File: src/sv/bi2c_pkg.sv
// Shared types and constants for the bit-banged I2C register master.
// Holds the channel payload structs, the function codes and the queue item.
// No dependencies.
package bi2c_pkg;

  localparam int unsigned MAX_BURST = 16;
  localparam int unsigned LEN_W     = 5;
  localparam int unsigned Q_DEPTH   = 2;
  localparam int unsigned Q_AW      = 1;
  localparam int unsigned Q_CW      = 2;

  localparam logic [1:0] FN_TICK  = 2'd0;
  localparam logic [1:0] FN_READ  = 2'd1;
  localparam logic [1:0] FN_WRITE = 2'd2;
  localparam logic [1:0] FN_BURST = 2'd3;

  localparam logic [1:0] ST_OK       = 2'd0;
  localparam logic [1:0] ST_WA_NACK  = 2'd1;
  localparam logic [1:0] ST_RA_NACK  = 2'd2;

  typedef struct packed {
    logic [1:0]       func;
    logic [7:0]       register_index;
    logic [7:0]       write_value;
    logic [LEN_W-1:0] burst_length;
    logic             sda_level;
  } in_item_t;

  typedef struct packed {
    logic       scl_release;
    logic       sda_release;
    logic       busy_res;
    logic [7:0] read_byte;
    logic       byte_valid;
    logic       last_byte;
    logic       done_res;
    logic [1:0] status;
    logic       command_rejected;
  } out_item_t;

  typedef struct packed {
    logic             is_cmd;
    logic [1:0]       op;
    logic [7:0]       reg_idx;
    logic [7:0]       wval;
    logic [LEN_W-1:0] len;
    logic             sda;
  } q_item_t;

endpackage

File: src/sv/bitbang_i2c_register_master.sv
// Top level: bit-banged I2C register master with decoupled front and back.
// An item's result passes through the queue and then the output register.
// Throughput: one queued item per cycle through the phase sequencer while out_stall is low.
// Input stall rises when the two-entry queue is full behind a stalled output.
// Reset (rst_n low, synchronous): bus idle with both lines released, queue empty,
// device address 106.
module bitbang_i2c_register_master (
  input  logic                clk,
  input  logic                rst_n,
  input  logic                cfg_wr_en,
  input  logic [6:0]          cfg_wr_data,
  input  logic                in_valid,
  output logic                in_stall,
  input  bi2c_pkg::in_item_t  in_data,
  output logic                out_valid,
  input  logic                out_stall,
  output bi2c_pkg::out_item_t out_data
);
  import bi2c_pkg::*;

  logic [6:0] dev_addr_r;
  logic       q_valid;
  logic       q_pop;
  q_item_t    q_item;

  always_ff @(posedge clk) begin
    if (!rst_n) begin
      dev_addr_r <= 7'd106;
    end else if (cfg_wr_en) begin
      dev_addr_r <= cfg_wr_data;
    end
  end

  bi2c_front u_front (
    .clk      (clk),
    .rst_n    (rst_n),
    .in_valid (in_valid),
    .in_stall (in_stall),
    .in_data  (in_data),
    .q_valid  (q_valid),
    .q_item   (q_item),
    .q_pop    (q_pop)
  );

  bi2c_back u_back (
    .clk       (clk),
    .rst_n     (rst_n),
    .dev_addr  (dev_addr_r),
    .q_valid   (q_valid),
    .q_item    (q_item),
    .q_pop     (q_pop),
    .out_valid (out_valid),
    .out_stall (out_stall),
    .out_data  (out_data)
  );

  a_reject_busy: assert property (@(posedge clk) disable iff (!rst_n)
    out_valid && out_data.command_rejected |-> out_data.busy_res)
    else $error("rejected command while bus idle");

  a_done_idle: assert property (@(posedge clk) disable iff (!rst_n)
    out_valid && out_data.done_res |-> !out_data.busy_res && out_data.scl_release
      && out_data.sda_release)
    else $error("done without released idle bus");

  a_status_done: assert property (@(posedge clk) disable iff (!rst_n)
    out_valid && out_data.status != ST_OK |-> out_data.done_res)
    else $error("status outside done");

  a_byte_busy: assert property (@(posedge clk) disable iff (!rst_n)
    out_valid && out_data.byte_valid && !out_data.done_res |-> out_data.busy_res
      && out_data.scl_release)
    else $error("read byte outside ack slot");

endmodule

File: src/sv/bi2c_front.sv
// Front end: classifies input items and buffers them in a two-entry queue.
// Depends on bi2c_pkg.
module bi2c_front (
  input  logic               clk,
  input  logic               rst_n,
  input  logic               in_valid,
  output logic               in_stall,
  input  bi2c_pkg::in_item_t in_data,
  output logic               q_valid,
  output bi2c_pkg::q_item_t  q_item,
  input  logic               q_pop
);
  import bi2c_pkg::*;

  q_item_t             mem_r [Q_DEPTH];
  logic [Q_AW-1:0]     wr_ptr_r, wr_ptr_nxt;
  logic [Q_AW-1:0]     rd_ptr_r, rd_ptr_nxt;
  logic [Q_CW-1:0]     cnt_r, cnt_nxt;
  q_item_t             cls;
  logic                push;
  logic                pop;

  always_comb begin
    cls.is_cmd  = (in_data.func != FN_TICK);
    cls.op      = in_data.func;
    cls.reg_idx = in_data.register_index;
    cls.wval    = in_data.write_value;
    cls.sda     = in_data.sda_level;
    if (in_data.func == FN_BURST) begin
      if (in_data.burst_length == '0) begin
        cls.len = LEN_W'(1);
      end else if (in_data.burst_length > LEN_W'(MAX_BURST)) begin
        cls.len = LEN_W'(MAX_BURST);
      end else begin
        cls.len = in_data.burst_length;
      end
    end else begin
      cls.len = LEN_W'(1);
    end
  end

  assign in_stall = (cnt_r == Q_CW'(Q_DEPTH));
  assign push     = in_valid && !in_stall;
  assign q_valid  = (cnt_r != '0);
  assign pop      = q_pop && q_valid;
  assign q_item   = mem_r[rd_ptr_r];

  always_comb begin
    wr_ptr_nxt = push ? wr_ptr_r + Q_AW'(1) : wr_ptr_r;
    rd_ptr_nxt = pop ? rd_ptr_r + Q_AW'(1) : rd_ptr_r;
    cnt_nxt    = cnt_r;
    if (push && !pop) begin
      cnt_nxt = cnt_r + Q_CW'(1);
    end else if (pop && !push) begin
      cnt_nxt = cnt_r - Q_CW'(1);
    end
  end

  always_ff @(posedge clk) begin
    if (push) begin
      mem_r[wr_ptr_r] <= cls;
    end
    if (!rst_n) begin
      wr_ptr_r <= '0;
      rd_ptr_r <= '0;
      cnt_r    <= '0;
    end else begin
      wr_ptr_r <= wr_ptr_nxt;
      rd_ptr_r <= rd_ptr_nxt;
      cnt_r    <= cnt_nxt;
    end
  end

endmodule

File: src/sv/bi2c_back.sv
// Back end: bus phase sequencer that executes one queued item per cycle
// if out_stall is low. Holds the output register. Depends on bi2c_pkg.
module bi2c_back (
  input  logic                clk,
  input  logic                rst_n,
  input  logic [6:0]          dev_addr,
  input  logic                q_valid,
  input  bi2c_pkg::q_item_t   q_item,
  output logic                q_pop,
  output logic                out_valid,
  input  logic                out_stall,
  output bi2c_pkg::out_item_t out_data
);
  import bi2c_pkg::*;

  typedef enum logic [4:0] {
    PH_IDLE, PH_START_A, PH_START_B, PH_START_C, PH_STOP_A, PH_STOP_B, PH_STOP_C,
    PH_WBIT_LO, PH_WBIT_HI, PH_WACK_LO, PH_WACK_HI, PH_WACK_END,
    PH_RBIT_LO, PH_RBIT_HI, PH_RACK_LO, PH_RACK_HI
  } phase_t;

  typedef enum logic [2:0] {
    K_START, K_WA, K_WREG, K_WVAL, K_RA, K_RD, K_STOP
  } kind_t;

  typedef struct packed {
    phase_t     ph;
    logic [7:0] sh;
  } entry_t;

  phase_t           phase_r, phase_nxt;
  logic [2:0]       step_r, step_nxt;
  logic [3:0]       bitc_r, bitc_nxt;
  logic [7:0]       shift_r, shift_nxt;
  logic [LEN_W-1:0] rem_r, rem_nxt;
  logic [1:0]       op_r, op_nxt;
  logic [7:0]       sreg_r, sreg_nxt;
  logic [7:0]       sval_r, sval_nxt;
  logic [1:0]       rstat_r, rstat_nxt;
  logic [1:0]       lines_r, lines_nxt;
  logic             out_valid_r, out_valid_nxt;
  out_item_t        out_r, out_nxt;
  logic             take;
  kind_t            kind;
  entry_t           ent;
  logic [2:0]       ent_step;
  logic [LEN_W-1:0] rem_dec;
  logic             rem_le1;

  function automatic kind_t kind_of(input logic [1:0] op, input logic [2:0] s);
    kind_t k;
    k = K_STOP;
    case (s)
      3'd0: k = K_START;
      3'd1: k = K_WA;
      3'd2: k = K_WREG;
      3'd3: k = (op == FN_WRITE) ? K_WVAL : K_START;
      3'd4: k = (op == FN_WRITE) ? K_STOP : K_RA;
      3'd5: k = (op == FN_WRITE) ? K_STOP : K_RD;
      default: k = K_STOP;
    endcase
    return k;
  endfunction

  function automatic entry_t enter(input kind_t k, input logic [6:0] addr,
                                   input logic [7:0] rg, input logic [7:0] vl,
                                   input logic [7:0] sh);
    entry_t e;
    e.sh = sh;
    e.ph = PH_WBIT_LO;
    case (k)
      K_START: e.ph = PH_START_A;
      K_STOP:  e.ph = PH_STOP_A;
      K_WA:    e.sh = {addr, 1'b0};
      K_WREG:  e.sh = rg;
      K_WVAL:  e.sh = vl;
      K_RA:    e.sh = {addr, 1'b1};
      default: begin
        e.sh = '0;
        e.ph = PH_RBIT_LO;
      end
    endcase
    return e;
  endfunction

  assign take      = !out_valid_r || !out_stall;
  assign q_pop     = q_valid && take;
  assign out_valid = out_valid_r;
  assign out_data  = out_r;
  assign kind      = kind_of(op_r, step_r);
  assign rem_le1   = (rem_r <= LEN_W'(1));
  assign rem_dec   = (rem_r != '0) ? rem_r - LEN_W'(1) : '0;

  always_comb begin
    phase_nxt = phase_r;
    step_nxt  = step_r;
    bitc_nxt  = bitc_r;
    shift_nxt = shift_r;
    rem_nxt   = rem_r;
    op_nxt    = op_r;
    sreg_nxt  = sreg_r;
    sval_nxt  = sval_r;
    rstat_nxt = rstat_r;
    lines_nxt = lines_r;
    ent_step  = step_r + 3'd1;
    ent       = enter(kind_of(op_r, ent_step), dev_addr, sreg_r, sval_r, shift_r);
    out_nxt   = '0;
    out_valid_nxt = out_valid_r && out_stall;

    if (q_pop) begin
      out_valid_nxt = 1'b1;
      if (q_item.is_cmd) begin
        if (phase_r != PH_IDLE) begin
          out_nxt.command_rejected = 1'b1;
        end else begin
          op_nxt    = q_item.op;
          sreg_nxt  = q_item.reg_idx;
          sval_nxt  = q_item.wval;
          rem_nxt   = q_item.len;
          rstat_nxt = ST_OK;
          step_nxt  = '0;
          bitc_nxt  = '0;
          ent       = enter(kind_of(q_item.op, 3'd0), dev_addr, q_item.reg_idx,
                            q_item.wval, shift_r);
          phase_nxt = ent.ph;
          shift_nxt = ent.sh;
        end
      end else begin
        case (phase_r)
          PH_IDLE: ;
          PH_START_A: begin
            lines_nxt = 2'b11;
            phase_nxt = PH_START_B;
          end
          PH_START_B: begin
            lines_nxt = 2'b10;
            phase_nxt = PH_START_C;
          end
          PH_START_C: begin
            lines_nxt = 2'b00;
            step_nxt  = ent_step;
            bitc_nxt  = '0;
            phase_nxt = ent.ph;
            shift_nxt = ent.sh;
          end
          PH_STOP_A: begin
            lines_nxt = 2'b00;
            phase_nxt = PH_STOP_B;
          end
          PH_STOP_B: begin
            lines_nxt = 2'b10;
            phase_nxt = PH_STOP_C;
          end
          PH_STOP_C: begin
            lines_nxt        = 2'b11;
            phase_nxt        = PH_IDLE;
            out_nxt.done_res = 1'b1;
            out_nxt.status   = rstat_r;
            if (op_r == FN_READ && rstat_r != ST_OK) begin
              out_nxt.byte_valid = 1'b1;
              out_nxt.last_byte  = 1'b1;
            end
          end
          PH_WBIT_LO: begin
            lines_nxt = {1'b0, shift_r[7]};
            phase_nxt = PH_WBIT_HI;
          end
          PH_WBIT_HI: begin
            lines_nxt = {1'b1, shift_r[7]};
            shift_nxt = {shift_r[6:0], 1'b0};
            bitc_nxt  = bitc_r + 4'd1;
            phase_nxt = (bitc_r >= 4'd7) ? PH_WACK_LO : PH_WBIT_LO;
          end
          PH_WACK_LO: begin
            lines_nxt = 2'b01;
            phase_nxt = PH_WACK_HI;
          end
          PH_WACK_HI: begin
            lines_nxt = 2'b11;
            if (q_item.sda) begin
              if (kind == K_WA) begin
                rstat_nxt = ST_WA_NACK;
              end else if (kind == K_RA) begin
                rstat_nxt = ST_RA_NACK;
              end
            end
            phase_nxt = PH_WACK_END;
          end
          PH_WACK_END: begin
            lines_nxt = 2'b01;
            if ((kind == K_WA && rstat_r == ST_WA_NACK && op_r != FN_WRITE) ||
                (kind == K_RA && rstat_r == ST_RA_NACK)) begin
              ent_step = (op_r == FN_WRITE) ? 3'd4 : 3'd6;
              ent = enter(kind_of(op_r, ent_step), dev_addr, sreg_r, sval_r, shift_r);
            end
            step_nxt  = ent_step;
            bitc_nxt  = '0;
            phase_nxt = ent.ph;
            shift_nxt = ent.sh;
          end
          PH_RBIT_LO: begin
            lines_nxt = 2'b01;
            phase_nxt = PH_RBIT_HI;
          end
          PH_RBIT_HI: begin
            lines_nxt = 2'b11;
            shift_nxt = {shift_r[6:0], q_item.sda};
            bitc_nxt  = bitc_r + 4'd1;
            phase_nxt = (bitc_r >= 4'd7) ? PH_RACK_LO : PH_RBIT_LO;
          end
          PH_RACK_LO: begin
            lines_nxt = {1'b0, rem_le1};
            phase_nxt = PH_RACK_HI;
          end
          PH_RACK_HI: begin
            lines_nxt          = {1'b1, rem_le1};
            out_nxt.read_byte  = shift_r;
            out_nxt.byte_valid = 1'b1;
            out_nxt.last_byte  = rem_le1;
            rem_nxt            = rem_dec;
            if (rem_dec != '0) begin
              bitc_nxt  = '0;
              shift_nxt = '0;
              phase_nxt = PH_RBIT_LO;
            end else begin
              step_nxt  = ent_step;
              bitc_nxt  = '0;
              phase_nxt = ent.ph;
              shift_nxt = ent.sh;
            end
          end
          default: begin
            lines_nxt = 2'b11;
            phase_nxt = PH_IDLE;
          end
        endcase
      end
      out_nxt.scl_release = lines_nxt[1];
      out_nxt.sda_release = lines_nxt[0];
      out_nxt.busy_res    = (phase_nxt != PH_IDLE);
    end else begin
      out_nxt = out_r;
    end
  end

  always_ff @(posedge clk) begin
    out_r <= out_nxt;
    if (!rst_n) begin
      phase_r     <= PH_IDLE;
      step_r      <= '0;
      bitc_r      <= '0;
      shift_r     <= '0;
      rem_r       <= '0;
      op_r        <= '0;
      sreg_r      <= '0;
      sval_r      <= '0;
      rstat_r     <= ST_OK;
      lines_r     <= 2'b11;
      out_valid_r <= 1'b0;
    end else begin
      phase_r     <= phase_nxt;
      step_r      <= step_nxt;
      bitc_r      <= bitc_nxt;
      shift_r     <= shift_nxt;
      rem_r       <= rem_nxt;
      op_r        <= op_nxt;
      sreg_r      <= sreg_nxt;
      sval_r      <= sval_nxt;
      rstat_r     <= rstat_nxt;
      lines_r     <= lines_nxt;
      out_valid_r <= out_valid_nxt;
    end
  end

endmodule
File: config.mk
export PLATFORM = sky130hd
export DESIGN_NAME = bitbang_i2c_register_master
export DESIGN_NICKNAME = d
export VERILOG_FILES = /design/src/sv/bi2c_pkg.sv /design/src/sv/bitbang_i2c_register_master.sv /design/src/sv/bi2c_front.sv /design/src/sv/bi2c_back.sv
export SDC_FILE = /design/constraint.sdc
export NUM_CORES = 1
export LEC_CHECK = 0
export BUFFER_PORTS_ARGS = -buffer_cell sky130_fd_sc_hd__buf_2
export CAP_MARGIN = 20
export CORE_MARGIN = 5
export CORE_UTILIZATION = 33
export CTS_CLUSTER_DIAMETER = 60
export DETAILED_ROUTE_END_ITERATION = 8
export PLACE_DENSITY = 0.58
export SLEW_MARGIN = 20
export SYNTH_ARGS = -nofsm -noshare
export SYNTH_HDL_FRONTEND = slang
export SYNTH_SLANG_ARGS = --single-unit
File: constraint.sdc
create_clock -name clk -period 2.4 [get_ports clk]
set_input_delay 0.12 -clock clk [delete_from_list [all_inputs] [get_ports clk]]
set_output_delay 0.12 -clock clk [all_outputs]
set_load 0.01 [all_outputs]
==> flow_metrics.py, run 1 <==
metrics = {
    "run_status": {
        "outcome": "complete, but fails checks",
        "violations": "negative setup slack",
    },
    "sta": {
        "drv_slew": 0,
        "setup_viol": 1,
        "fin_tns_setup_ns": -0.00000711,
        "finalCritPeriodShare_pct": 100,
        "clock.fmax_ghz": 0.417,
        "slew-limit-headroom_pct": 60.7,
        "hold_viol_final": 0,
        "worst_slack_ns": -0.00000711,
        "worstMarginPinSlew_ns": 0.587,
        "skew_ns": 0.0143,
        "rsz0062_at_grt": "true",
        "period_needed_ns": 2.40,
    },
    "placed_design": {
        "hpwl_mm": 9.77,
        "gp_congestion": 0.882,
        "port_buffers": 54,
    },
    "drt": {
        "wl_met1_mm": 6.61,
        "highest_layer": "met4",
        "first_pass_iters": 5,
        "routed_wl_mm": 14.0,
        "wl_met3_um": 725,
        "route.vias.total": 4467,
        "ant_nets": 0,
        "dr_wl_met2_mm": 6.32,
        "wl_per_cell_um": 15.7,
        "detail_route.drc_violations": 0,
        "drt_first_iter_violations": 298,
        "routed_via_density": 5.02,
    },
    "pwr": {
        "pwr-share-comb_pct": 30.1,
        "swShare_pct": 33.5,
        "power_density_nw_per_um2": 1080,
        "power.share.sequential_pct": 38.4,
        "switchingPower_mw": 2.68,
        "pwr-share-clk_pct": 31.5,
        "leakage_nw": 2.82,
        "intPower_mw": 5.32,
        "vdd_drop_max_mv": 0.509,
    },
    "synth": {
        "synth.most_common_cell": "edfxtp_1",
        "syn_nets": 587,
        "ys_top_cells_by_count": "edfxtp_1, nor2_1, dfxtp_1",
        "async_reset_ff_share_pct": 0,
        "avgSynthCellArea_um2": 10.7,
        "synthCells": 540,
        "synth_flop_cell": "edfxtp_1",
        "synth.largest_area_cell": "edfxtp_1",
        "synth.distinct_cells": 62,
        "ys_seq_elements": 127,
        "netlist.area_leader.share_pct": 34.8,
        "synth_edf_count": 67,
        "synth_area_leaders": "edfxtp_1, dfxtp_1, mux2i_1",
        "synth_seq_area_share_pct": 55.6,
        "yosysWarnings": 0,
        "syn_area_um2": 5780,
    },
    "cts": {
        "clk_pin_slew_ns": 0.06,
        "clock-root-buffer": "clkbuf_16",
        "cts_buffers": 17,
        "clock_sinks": 127,
        "h-tree-depth": 4,
        "cts_max_path_buffers": 2,
        "cts_tree": "built",
        "worstSkewPairLatency_ns": 0.42,
    },
    "die": {
        "initial_core_util_pct": 33.5,
        "die_width_um": 142,
        "fp.dieH_um": 142,
        "die_area_um2": 20200,
        "core_um2": 17200,
        "row_count": 48,
        "top_level_ports": 55,
    },
    "critical_path": {
        "rr_endpoint": "u_back.step_r[1]",
        "start_kind": "register",
        "cp-end-kind": "register",
        "cp_max_fo": 6,
        "reg2reg_slack_ns": -0.000007,
        "required_ns": 2.75,
        "r2r-start": "u_back.step_r[0]",
        "reg2reg_depth": 8,
        "arrival_ns": 2.75,
        "path_class": "register to register",
        "startpoint": "u_back.step_r[0]",
    },
    "hold_path": {
        "min_to": "u_front.mem_r[0][3]",
        "hp-class": "input pin to register",
        "hp-start": "in_data[3]",
        "hold-path-cell-count": 2,
    },
    "global_route": {
        "grt_max_degree": 37,
        "grt.total_usage_pct": 14.2,
        "antenna_found_initial": 0,
        "grt_overflow": 0,
        "grt_pass1_vias": 4371,
        "grt_pass1_wl_mm": 22.5,
    },
    "layout": {
        "layout-drive-gt1-share_pct": 22.6,
        "final_nets": 699,
        "final_util_pct": 43.1,
        "diodes": 0,
        "syn2layout_area_growth_pct": 28.7,
    },
    "flow_run": {
        "cap_violations": 0,
    },
}
-- power by group through the flow --
stage | Combinational (mW) | Clock (mW) | Sequential, mW
after CTS | 2.41 | 2.59 | 3.07
after detailed placement | 2.36 | 0 | 3.12
after global placement | 2.32 | 0 | 3.09
after global routing | 2.68 | 2.69 | 3.13
final | 2.40 | 2.52 | 3.07
after floorplan | 1.55 | 0 | 3.09
-- layout by cell type (no fill, tap or decap), types with 6 or more instances in the layout --
master,count
edfxtp_1,67
nor2_1,62
dfxtp_1,58
buf_2,54
nand2_1,47
buf_4,36
mux2i_1,34
dlygate4sd3_1,27
a211oi_1,23
o21ai_0,19
a21oi_1,19
clkbuf_16,17
and2_1,16
o21ai_1,11
inv_1,10
nand2b_1,9
nor3_1,9
ha_1,9
nor2b_1,8
a21o_1,8
a31oi_1,8
or3_1,7
a222oi_1,7
xor2_1,6
inv_6,6
-- per-stage QoR --
stage                     std cells  total power, mW  hold WS [ns]  setup WS (ns)  instance area (µm²)
final                           890             7.99        0.0230    -0.00000711                 7430
after global routing            890             8.50        0.0225        -0.0910                 7430
after CTS                       889             8.08       0.00444       -0.00763                 7380
after detailed placement        830             5.47         0.314        -0.0784                 6510
after global placement          830             5.41         0.310        -0.0131                 6510
after floorplan                 540             4.64         0.219         0.0720                 5780
-- state kept, by name, indices dropped and copies added, names as in the netlist, 3 cells and up, named ones only --
register	count
u_back.sreg_r	8
dev_addr_r	7
u_back.phase_r	5
u_back.out_data	17
u_back.sval_r	8
u_back.step_r	3
u_back.bitc_r	4
u_back.rem_r	5
u_front.mem_r	50
u_back.shift_r	8
-- final cells by class --
cell class	instances	area [µm²]
multi-input combinational	375	2460
clock inverter	14	148
timing repair buffer	118	831
fill	1660	9800
clock buffer	18	439
inverter	13	51.3
tap	225	282
sequential	127	3220
-- layer usage --
metal  up-vias  global-route usage, %
met5         -                      0
met4         0                   6.65
met3        23                   3.36
met2       116                   21.6
met1      2103                   19.2
li1       2225                      -
-- critical path: stages (launching register included) --
cell and delay, ns:
dfxtp_4 0.40, inv_4 0.06, ha_4 0.15, or3b_4 0.37, or4b_4 0.59, a21boi_4 0.25, nor2_1 0.05, or3_1 0.32
a21oi_2 0.13
-- worst max path at each step --
stage,endpoint
detailed placement,u_back.out_data[14]
floorplan,u_back.out_data[14]
finish,u_back.step_r[1]
CTS,u_back.shift_r[0]
global route,u_back.step_r[1]
global placement,u_back.shift_r[0]
-- what timing repair did --
item	4_1_cts	5_1_grt
hold endpoints to repair	46	0
buffers inserted	0	1
pin swaps	0	3
resized for setup	3	13
hold buffers	27	0
setup endpoints to repair	12	13
gates cloned	0	0
-- cell families (layout without fill, tap and decap cells) --
family	count (synthesis)	count (layout)	share of synthesized area (%)
muxes	37	37	6.54
AOI/OAI and AO/OA	125	125	14.8
DFF	127	127	55.6
buffers and inverters	38	163	2.60
adders and majority gates	11	11	2.38
xor gates and xnor gates	8	8	1.21
and+or+nand+nor	194	194	16.9
Power figures use the tool's default switching activity.
==> inputs of run 2 (changes only) <==
Settings changed: PLACE_DENSITY 0.58 to unset.
==> flow_metrics.py, run 2 (synthesis gave the netlist of run 1 again) <==
metrics = {
    "pwr": {
        "p_total_mw": 8.19,
        "intPower_mw": 5.58,
        "pwr-share-clk_pct": 33.2,
        "pwr-share-comb_pct": 29.1,
        "leakage_nw": 2.87,
        "swShare_pct": 31.8,
        "vdd_drop_max_mv": 0.572,
        "power_density_nw_per_um2": 1090,
        "switchingPower_mw": 2.61,
        "power.share.sequential_pct": 37.6,
    },
    "drt": {
        "routed_via_density": 5.02,
        "detail_route.drc_violations": 0,
        "routed_wl_mm": 13.7,
        "ant_nets": 0,
        "wl_per_cell_um": 15.4,
        "route.vias.total": 4486,
        "drt_first_iter_violations": 401,
        "first_pass_iters": 5,
    },
    "flow_run": {
        "cap_violations": 0,
    },
    "sta": {
        "worstMarginPinSlew_ns": 0.530,
        "hold_viol_final": 0,
        "holdWs_ns": 0.0371,
        "finalCritPeriodShare_pct": 101,
        "setup_viol": 3,
        "worst_slack_ns": -0.0281,
        "period_needed_ns": 2.43,
        "fin_tns_setup_ns": -0.0519,
        "skew_ns": 0.00822,
        "drv_slew": 0,
        "rsz0062_at_grt": "true",
        "slew-limit-headroom_pct": 64.4,
        "clock.fmax_ghz": 0.412,
    },
    "layout": {
        "diodes": 0,
        "instances_no_fill": 893,
        "layout-drive-gt1-share_pct": 23.2,
        "final_cell_mix": "edfxtp_1, nor2_1, dfxtp_1",
        "final_area_um2": 7530,
        "multi_input_comb_area_um2": 2490,
        "final_common_cell": "edfxtp_1",
        "final_util_pct": 43.7,
        "seq_area_um2": 3220,
        "final_nets": 703,
        "regMostFlops": "u_front.mem_r",
        "syn2layout_area_growth_pct": 30.5,
        "fill_cells": 1606,
        "largest_register_ffs": 50,
    },
    "placed_design": {
        "dpl-instance-area_um2": 6490,
        "port_buffers": 54,
        "dp_cells": 827,
        "dpl_worst_slack_ns": -0.0308,
        "hpwl_mm": 9.60,
        "gp_congestion": 0.916,
    },
    "critical_path": {
        "cp-end-kind": "register",
        "path_class": "register to register",
        "reg2reg_slack_ns": -0.03,
        "reg2reg_depth": 8,
        "start_kind": "register",
        "rr_endpoint": "u_back.step_r[1]",
        "required_ns": 2.75,
        "r2r-start": "u_back.step_r[0]",
        "arrival_ns": 2.77,
        "cp_max_fo": 5,
    },
    "hold_path": {
        "hp-start": "in_data[3]",
        "hp-class": "input pin to register",
        "min_to": "u_front.mem_r[0][3]",
        "hold-path-cell-count": 2,
    },
    "global_route": {
        "grt_overflow": 0,
        "grt.total_usage_pct": 13.8,
        "antenna_found_initial": 0,
        "grt_max_degree": 37,
        "grt_pass1_vias": 4339,
        "grt_pass1_wl_mm": 22.1,
    },
    "cts": {
        "clk_pin_slew_ns": 0.05,
        "h-tree-depth": 4,
        "cts_buffers": 17,
        "worstSkewPairLatency_ns": 0.42,
        "cts_max_path_buffers": 2,
        "cts_tree": "built",
        "clock_sinks": 127,
        "clock-root-buffer": "clkbuf_16",
    },
    "die": {
        "row_count": 48,
        "core_um2": 17200,
        "die_area_um2": 20200,
        "top_level_ports": 55,
        "die_width_um": 142,
        "fp.dieH_um": 142,
        "initial_core_util_pct": 33.5,
    },
    "run_status": {
        "violations": "negative setup slack",
        "outcome": "complete, but fails checks",
    },
}
-- run 2: worst max-delay path by stage --
| stage | startpoint | end | slack [ns] | cells after the start |
|---|---|---|---|---|
| detailed placement | u_back.step_r[0] | u_back.out_data[14] | -0.03 | 8 |
| global route | u_back.step_r[0] | u_back.shift_r[6] | -0.07 | 10 |
| CTS | u_back.step_r[1] | u_back.out_data[14] | -0.004 | 8 |
| finish | u_back.step_r[0] | u_back.step_r[1] | -0.03 | 8 |
| floorplan | u_back.step_r[0] | u_back.out_data[14] | 0.07 | 8 |
| global placement | u_back.step_r[0] | u_back.shift_r[0] | 0.04 | 8 |
-- run 2: layer usage --
layer	global-route usage (%)	vias to the layer above	wire length, µm	share of wire [%]
met3	3.63	25	744	5.4
met1	19.1	2099	6520	47
met2	20.9	122	6190	45
met4	5.15	0	275	2.0
met5	0	-	0	0
li1	-	2240	-	-
-- run 2: power by group through the flow --
stage | clock (mW) | sequential (mW) | combinational (mW)
4_1_cts | 2.78 | 3.08 | 2.39
3_3_place_gp | 0 | 3.11 | 2.28
2_1_floorplan | 0 | 3.09 | 1.55
3_5_place_dp | 0 | 3.12 | 2.33
5_1_grt | 2.88 | 3.14 | 2.67
6_report | 2.72 | 3.08 | 2.38
-- run 2: final cells by class --
cell class,count,share of cell area [%]
flip-flops and latches,127,42.7
multi-input cells,376,33.0
well taps,225,3.74
inverters,13,0.714
repair buffers,121,11.5
clock buffers,19,5.88
clock inverters,12,2.44
-- run 2: timing repair --
action / in CTS / in global routing
setup buffers: 0 / 7
gates resized for setup: 3 / 23
hold buffers: 27 / 0
pin swaps: 1 / 12
setup endpoints to repair: 6 / 22
hold endpoints to repair: 46 / 0
gates cloned: 0 / 1
-- run 2: worst max-delay path, cell delays in order, from the launching register on --
cell and delay, ns:
dfxtp_4 0.38, inv_4 0.05, ha_4 0.15, or3b_4 0.39, or4b_4 0.56, a21boi_4 0.25
nor2_1 0.07, or3_1 0.38, a21oi_2 0.12
